$ cat src/rtl/first_match_address_range_table_macros.svh
// ----------------------------------------------------------------------------
// first_match_address_range_table_macros
// assertion macros used by the range table top level
// ----------------------------------------------------------------------------
`ifndef FIRST_MATCH_ADDRESS_RANGE_TABLE_MACROS_SVH
`define FIRST_MATCH_ADDRESS_RANGE_TABLE_MACROS_SVH

`ifndef NO_ASSERTIONS
// plain property, checked on every clock outside reset
`define FMART_ASSERT(lbl, prop) \
    lbl: assert property (@(posedge i_clk) disable iff (!i_rst_n) prop) \
        else $error("range table check failed");
// antecedent this cycle implies consequent on the next cycle
`define FMART_ASSERT_NEXT(lbl, ante, cons) \
    lbl: assert property (@(posedge i_clk) disable iff (!i_rst_n) (ante) |=> (cons)) \
        else $error("range table sequence check failed");
`else
`define FMART_ASSERT(lbl, prop)
`define FMART_ASSERT_NEXT(lbl, ante, cons)
`endif

`endif

$ cat src/rtl/fmart_pkg.sv
// ----------------------------------------------------------------------------
// fmart_pkg
// types, codes and defaults of the first-match address range table
// ----------------------------------------------------------------------------
package fmart_pkg;

    localparam int TABLE_DEPTH_DEF = 256;

    // command codes
    localparam logic [1:0] CMD_CLEAR   = 2'd0;
    localparam logic [1:0] CMD_ADD     = 2'd1;
    localparam logic [1:0] CMD_RESOLVE = 2'd2;

    // status codes
    localparam logic [1:0] ST_OK       = 2'd0;
    localparam logic [1:0] ST_BAD_SIZE = 2'd1;
    localparam logic [1:0] ST_FULL     = 2'd2;

    typedef struct packed {
        logic [1:0]  command;
        logic [63:0] range_base;
        logic [63:0] range_size;
        logic [31:0] section_flags;
        logic [63:0] lookup_address;
    } t_cmd;

    typedef struct packed {
        logic [1:0]  status;
        logic [31:0] match_flags;
        logic        overflowed;
        logic [8:0]  entry_count;
    } t_rsp;

    // one stored range
    typedef struct packed {
        logic [63:0] base;
        logic [63:0] size;
        logic [31:0] flags;
    } t_entry;

endpackage

$ cat src/rtl/fmart_ctrl.sv
// ----------------------------------------------------------------------------
// fmart_ctrl
// command sequencer: count and overflow state, append writes, in-order scan
// ----------------------------------------------------------------------------
module fmart_ctrl #(
    parameter int TABLE_DEPTH = fmart_pkg::TABLE_DEPTH_DEF,
    localparam int AW = (TABLE_DEPTH > 1) ? $clog2(TABLE_DEPTH) : 1,
    localparam int CW = $clog2(TABLE_DEPTH + 1)
) (
    input  logic              i_clk,
    input  logic              i_rst_n,
    input  logic              i_cmd_valid,
    input  fmart_pkg::t_cmd   i_cmd,
    output logic              o_cmd_ready,
    output logic              o_res_valid,
    output fmart_pkg::t_rsp   o_res,
    input  logic              i_res_ready,
    output logic              o_wr_en,
    output logic [AW-1:0]     o_wr_addr,
    output fmart_pkg::t_entry o_wr_data,
    output logic              o_rd_en,
    output logic [AW-1:0]     o_rd_addr,
    input  fmart_pkg::t_entry i_rd_data
);
    import fmart_pkg::*;

    typedef enum logic [1:0] {S_IDLE, S_SCAN, S_DONE} t_state;

    localparam logic [CW-1:0] DEPTH_C = CW'(TABLE_DEPTH);

    t_state        r_state;
    logic [CW-1:0] r_count;
    logic [CW-1:0] r_idx;
    logic          r_ovf;
    logic [63:0]   r_addr;
    t_rsp          r_res;

    logic          accept;
    logic          full;
    logic          hit;
    logic          last;
    logic [CW-1:0] idx_nxt;
    logic [CW-1:0] count_inc;

    // no transfer while reset is held
    assign o_cmd_ready = (r_state == S_IDLE) && i_rst_n;
    assign o_res_valid = (r_state == S_DONE);
    assign o_res       = r_res;

    assign accept    = i_cmd_valid && o_cmd_ready;
    assign full      = (r_count >= DEPTH_C);
    assign idx_nxt   = r_idx + 1'b1;
    assign count_inc = r_count + 1'b1;
    assign last      = (idx_nxt == r_count);

    // base <= addr first, so the offset subtract cannot wrap
    assign hit = (i_rd_data.base <= r_addr) && ((r_addr - i_rd_data.base) < i_rd_data.size);

    // appends land at the current count
    assign o_wr_en         = accept && (i_cmd.command == CMD_ADD)
                             && (i_cmd.range_size != 64'd0) && !full;
    assign o_wr_addr       = AW'(r_count);
    assign o_wr_data.base  = i_cmd.range_base;
    assign o_wr_data.size  = i_cmd.range_size;
    assign o_wr_data.flags = i_cmd.section_flags;

    // entry 0 is fetched on the resolve transfer, then one entry per cycle
    assign o_rd_en   = (accept && (i_cmd.command == CMD_RESOLVE))
                       || ((r_state == S_SCAN) && !hit && !last);
    assign o_rd_addr = (r_state == S_SCAN) ? AW'(idx_nxt) : '0;

    always_ff @(posedge i_clk) begin
        if (!i_rst_n) begin
            r_state <= S_IDLE;
            r_count <= '0;
            r_ovf   <= 1'b0;
            r_idx   <= '0;
            r_addr  <= '0;
            r_res   <= '0;
        end else begin
            unique case (r_state)
                S_IDLE: begin
                    if (accept) begin
                        r_res.status      <= ST_OK;
                        r_res.match_flags <= '0;
                        r_res.overflowed  <= r_ovf;
                        r_res.entry_count <= 9'(r_count);
                        r_state           <= S_DONE;
                        unique case (i_cmd.command)
                            CMD_CLEAR: begin
                                r_count           <= '0;
                                r_ovf             <= 1'b0;
                                r_res.overflowed  <= 1'b0;
                                r_res.entry_count <= '0;
                            end
                            CMD_ADD: begin
                                if (i_cmd.range_size == 64'd0) begin
                                    r_res.status <= ST_BAD_SIZE;
                                end else if (full) begin
                                    r_ovf            <= 1'b1;
                                    r_res.status     <= ST_FULL;
                                    r_res.overflowed <= 1'b1;
                                end else begin
                                    r_count           <= count_inc;
                                    r_res.entry_count <= 9'(count_inc);
                                end
                            end
                            CMD_RESOLVE: begin
                                r_addr <= i_cmd.lookup_address;
                                r_idx  <= '0;
                                if (r_count != '0) begin
                                    r_state <= S_SCAN;
                                end
                            end
                            default: begin
                                // unused code: no state change, plain ok result
                            end
                        endcase
                    end
                end
                S_SCAN: begin
                    if (hit) begin
                        r_res.match_flags <= i_rd_data.flags;
                        r_state           <= S_DONE;
                    end else if (last) begin
                        r_state <= S_DONE;
                    end else begin
                        r_idx <= idx_nxt;
                    end
                end
                S_DONE: begin
                    if (i_res_ready) begin
                        r_state <= S_IDLE;
                    end
                end
                default: begin
                    r_state <= S_IDLE;
                end
            endcase
        end
    end

endmodule

$ cat config.mk
export PLATFORM = sky130hd
export DESIGN_NAME = fmart_ctrl
export DESIGN_NICKNAME = d
export VERILOG_FILES = /design/src/rtl/first_match_address_range_table_macros.svh /design/src/rtl/fmart_pkg.sv /design/src/rtl/fmart_ctrl.sv
export SDC_FILE = /design/constraint.sdc
export NUM_CORES = 1
export LEC_CHECK = 0
export BUFFER_PORTS_ARGS = -buffer_cell sky130_fd_sc_hd__buf_2
export CORE_AREA = 2 2 239 241
export DETAILED_ROUTE_END_ITERATION = 8
export DIE_AREA = 0 0 241 243
export RECOVER_POWER = 100
export SETUP_SLACK_MARGIN = 0.4
export SLEW_MARGIN = 10
export SYNTH_ARGS = -nofsm -noshare
export SYNTH_HDL_FRONTEND = slang
export SYNTH_SLANG_ARGS = --single-unit
$ cat constraint.sdc
create_clock -name i_clk -period 8 [get_ports i_clk]
set_input_delay 1.6 -clock i_clk [delete_from_list [all_inputs] [get_ports i_clk]]
set_output_delay 1.6 -clock i_clk [all_outputs]
set_load 0.03 [all_outputs]
Yosys cells after proc, flatten, opt, wreduce, memory -nomap -nowiden
Index checks and enable logic that the tools add are counted.
Cells by class
  reduce and logical (&&, ||, !) cells: 26
  mux-type cells: 27
  add/sub/neg operators: 3
  equality and inequality tests: 13
  magnitude comparators: 3
Operators with widths (count)
  64-bit <= comparator: 1
  64-bit logical NOT: 1
  64-bit < comparator: 1
  32-bit one-hot mux with 2 select lines: 1
  64-bit nonzero test: 1
  64-bit subtractor: 1
  9-bit two-way mux: 6
  42-bit two-way mux: 1
  9-bit one-hot mux with 2 select lines: 2
  32-bit two-way mux: 1
  10-bit one-hot mux with 2 select lines: 1
  9-bit by 1-bit adder with 9-bit output (second input constant): 2
  2-bit two-way mux: 9
  10-bit two-way mux: 1
  2-bit != test (second input constant): 5
  9-bit == test: 1
  9-bit greater-or-equal comparator (second input constant): 1
  1-bit logical AND: 9
  3-bit AND reduction: 3
  9-bit nonzero test: 1
  8-bit two-way mux: 1
  2-bit one-hot mux with 3 select lines: 1
  5-bit AND reduction: 1
  2-bit by 1-bit == test with 1-bit output (second input constant): 2
  11 further kinds: 18
Word-level totals
  bits of input ports: 390
  logic and storage cells: 81
  register bits: 129

Logic depth before layout (Yosys ltp)
  depth after elaboration: 7
  gate-level depth with buffers: 24

Worst setup path after synthesis
OpenSTA, ideal clock, no wires.
  path kind: in2out
  start point: input port i_rd_data[120] (netlist name)
  end point: output port o_rd_en
  data arrival time: 5.949 ns
  stages: 21
  path slack: 0.451 ns
  path through: inv_1 > ha_1 > buf_2 > nand2_1 > or3_1 > nor3_1 > inv_2 > a2111o_1 > a211oi_4 > o211ai_2 > o31a_1 > xnor2_1 > ha_1 > a21oi_1 > nor2b_1 > o21ai_0 > a31oi_1 > a211o_1 > a31o_2 > o311ai_4 > nand2_1
On the way
  longest elaborated chain between the ends: 7
  elaborated cells on any way between the ends: 8
  classes of those cells: add/sub (1); order compare (2); reduce/logical (5)
Ends and longest elaborated chain
  start: declaration: RTL line fmart_ctrl.sv:23  | input fmart_pkg::t_entry i_rd_data
  64-bit subtractor: RTL line fmart_ctrl.sv:57  | assign hit = (i_rd_data.base <= r_addr) && ((r_addr - i_rd_data.base) < i_rd_data.size);
  64-bit < comparator: RTL line fmart_ctrl.sv:57
  1-bit logical AND *: RTL line fmart_ctrl.sv:57
  1-bit logical NOT *: RTL line fmart_ctrl.sv:69  | || ((r_state == S_SCAN) && !hit && !last);
  1-bit logical AND * (2 in series): RTL line fmart_ctrl.sv:69
  1-bit logical OR *: RTL line fmart_ctrl.sv:69
  end: declaration: RTL line fmart_ctrl.sv:21  | output logic o_rd_en,
Every way passes the cells marked *; elsewhere a longest branch is shown, timed or not.

Final worst setup path
  start point: input port i_rd_data[118] (netlist name)
  end point: output port o_rd_en
The elaborated chain is that of the path after synthesis.

==> metrics.txt <==
DRC Markers=0; YS warnings=0; Max Root-Sink Buffers=2; Setup crit end kind=output port; Initial DRC Count=696; register share of total power=0.337; Min Clock Period, post-route=7780 ps; share of cells above drive strength 1=0.228; Area Growth Syn to Fin=22.4%; GR Util All Layers=0.175; Clock Skews=between 10 and 15 ps; post-placement cell area=roughly 15,000 µm²; worst vdd ir=roughly 0.13 mV; Slew Viols, Final=98; compound-gate portion of the synthesized area=0.239; Hold-fix buffers, CTS=0; largest net degree at the start of global routing=72; Post-synth top flop=dfxtp_1; Initial DRT Pass Iterations=5; Final Hold Viols=0; Wirelength per Cell=18.5 µm; Site Rows=between 80 and 90; CP startpoint=i_rd_data[118]; commonest non-fill, non-tap cell in the layout=buf_2; CTS Buf Count=17; first-pass GRT wire length=approximately 76,000 µm; PwrDens=around 120 nW/µm²; cell taking the most area after synthesis=dfxtp_1; Mapped Area=between 10,000 and 15,000 µm²; Die Area=slightly below 60,000 µm²; post-detail-place hpwl=43,100 µm; Post-Synth Simple-Gate Area=0.209; GR Overflow Total=0; Nets=~2,600; Final Cycle Share=0.972; DP Cell Count=between 2,000 and 3,000; Clk Latency, worst-skew pair=470 ps; vias in the first global route=about 13,000; crit path max fanout=3; Yosys top cell area share=0.201; Post-Synth Adder-Cell Area=0.128; clock sink total=129; Startpoint Class=primary input; Reg2Reg Capture Point=o_res[35]; clock share of power=0.402; MaxCap Viol Count=2; H-tree depth=4; Final WS setup=around 220 ps; Hold WC Path Type=reg -> reg; initial antenna violation count=12; chip width=between 200 and 250 µm; core box area=about 56,000 µm²; final setup fails=0; post-DR vias/cell=about 4.7; critical path class=in -> out; Post-Layout Inst Area=approximately 16,000 µm²; Mapped Cells=~1,800; #FFs+latches synth=approximately 130; sequential area share after synthesis=0.201; Worst slew margin=-0.953; synth top area cells=dfxtp_1, ha_1, buf_4; WP data arrival=between 6000 and 7000 ps; Buffers on Ports=between 400 and 500; clock transition at the registers of the reported paths=60 ps; RSZ-0062 raised after global routing=true; leakage power=just over 0.007 µW; critical path required time=6400 ps; Worst-Margin Slew=just under 3000 ps; failing checks=max-capacitance violations, max-slew violations; Internal Power=1310 µW; commonest cells after routing, fill and taps aside=buf_2, nand2_1, inv_1, clkbuf_1, dfxtp_1; r2r setup slk=slightly above 2000 ps; Worst Reg-to-Reg Cells=25; Via Count=about 13,000; DP Worst Slack=-258 ps; Psw=between 600 and 700 µW; synthesized area per cell=around 7.3 µm²; Max Clk Rate=0.129 GHz; syn nets=approximately 2,300; gpl congestion=0.980; Critical R2R Launch=r_addr[0]; Post-synth EDFFs=0; hold path depth=2; largest family of logic cells by synthesized area=compound AO/OA/AOI/OAI gates; Logic pwr share=0.261; Die Y=around 240 µm; Antenna Nets Post-Route=0; status=complete, but fails checks; Design Power=1950 µW; CTS tree=done; Post-synth ARST share=0; I/O pins=614; WHS Endpoint=o_res[42]; Root Buffer Master=clkbuf_16; fin cells=about 2,800; mux contribution to synthesized area=0.00311; hold_sp=o_res[42]; Initial Utilization=0.230; final wirelength=52,000 µm; Net Sw Frac=0.327; Yosys cell types=between 70 and 80; Post-Synth XOR/XNOR Area=0.0518
final cells by class:
class,count,area (µm²)
fillers,6318,40200
multi-input cells,1225,8380
repair buffers,514,2690
flip-flops and latches,129,2580
well taps,756,946
inverters,149,562
clock buffers,17,425
clock inverters,13,141
diodes,5,12.5
worst max-delay path, cell delays in order:
cell and delay (ps):
buf_6 80, inv_2 40, ha_4 270, nand4_1 110, or3_1 410, nor3_2 250
inv_2 40, a2111o_1 450, a211oi_4 320, o211ai_2 150, o31a_1 270, xnor2_1 140
ha_1 350, a21oi_2 170, nor2b_1 70, o21ai_1 150, a31oi_1 100, a211o_1 310
a31o_4 260, o311ai_4 300, nand2_1 130, buf_6 200
how the worst max path moves through the flow:
stage | to | slack (ps) | depth (start not counted)
final | o_rd_en | 220 | 22
after global routing | o_rd_en | 8 | 23
after CTS | o_rd_en | 210 | 23
after detailed placement | o_rd_en | -260 | 23
after global placement | o_rd_en | -260 | 23
after floorplan | o_rd_en | 450 | 21
logic make-up after synthesis:
logic type	after synthesis
AOI/OAI and AO/OA	456
xor gates and xnor gates	76
adders and majority gates	131
buffers and inverters	405
DFF	129
muxes	4
and+or+nand+nor	558
registers in the layout, indices dropped and copies added (netlist names):
| name | flops |
|---|---|
| r_addr | 64 |
| o_res | 44 |
| r_count | 9 |
| r_idx | 9 |
| r_state | 2 |
| r_ovf | 1 |
per-stage QoR:
stage,setup TNS (ps),hold slack [ps],util
floorplan,0,437,-
global placement,-261,444,0.265
detailed placement,-258,442,0.265
CTS,0,458,0.284
global route,0,491,0.281
finish,0,454,0.281
what timing repair did:
item	4_1_cts	5_1_grt
gates resized for setup	52	6
buffers inserted	29	0
pin swaps	32	1
hold endpoints to repair	0	0
endpoints found under the setup margin	1	1
power by group through the flow:
| stage | Combinational, µW | Clock (µW) | Sequential [µW] |
|---|---|---|---|
| 4_1_cts | 511 | 816 | 656 |
| 5_1_grt | 560 | 835 | 657 |
| 3_5_place_dp | 491 | 0 | 670 |
| 6_report | 509 | 784 | 657 |
| 2_1_floorplan | 396 | 0 | 668 |
| 3_3_place_gp | 489 | 0 | 670 |
routing by layer:
layer / vias up / GRT usage / wire [µm] / share of wire
met4: 10 / 0.108 / 3100 / 0.060
met5: - / 0 / 57 / 0.0011
met3: 119 / 0.0527 / 3730 / 0.072
met1: 5968 / 0.195 / 20600 / 0.40
li1: 6472 / - / - / -
met2: 526 / 0.290 / 24500 / 0.47
cells in the mapped netlist (4+ instances only):
master and instances:
a22oi_1 14, xor2_1 35, a21boi_0 73, o21ai_0 70, a21boi_1 29, o21a_1 13
nor2_1 72, a211oi_1 11, o21bai_1 13, dfxtp_1 129, nand3_1 37, nand2b_1 17
or3_1 4, and2_1 8, a221oi_1 4, o211a_1 4, nand3b_1 33, nand2_1 264
a41o_1 4, mux2i_1 4, buf_4 168, nand4_1 34, a211o_1 5, nor2b_1 17
a31oi_1 13, a21oi_1 105, a21o_1 46, and3_1 12, clkbuf_1 76, buf_2 9
o211ai_1 15, inv_1 148, xnor2_1 41, nor3_1 14, and4_1 7, ha_1 130
nor4_1 23, o21ai_1 5
(Power assumes the default switching activity.)
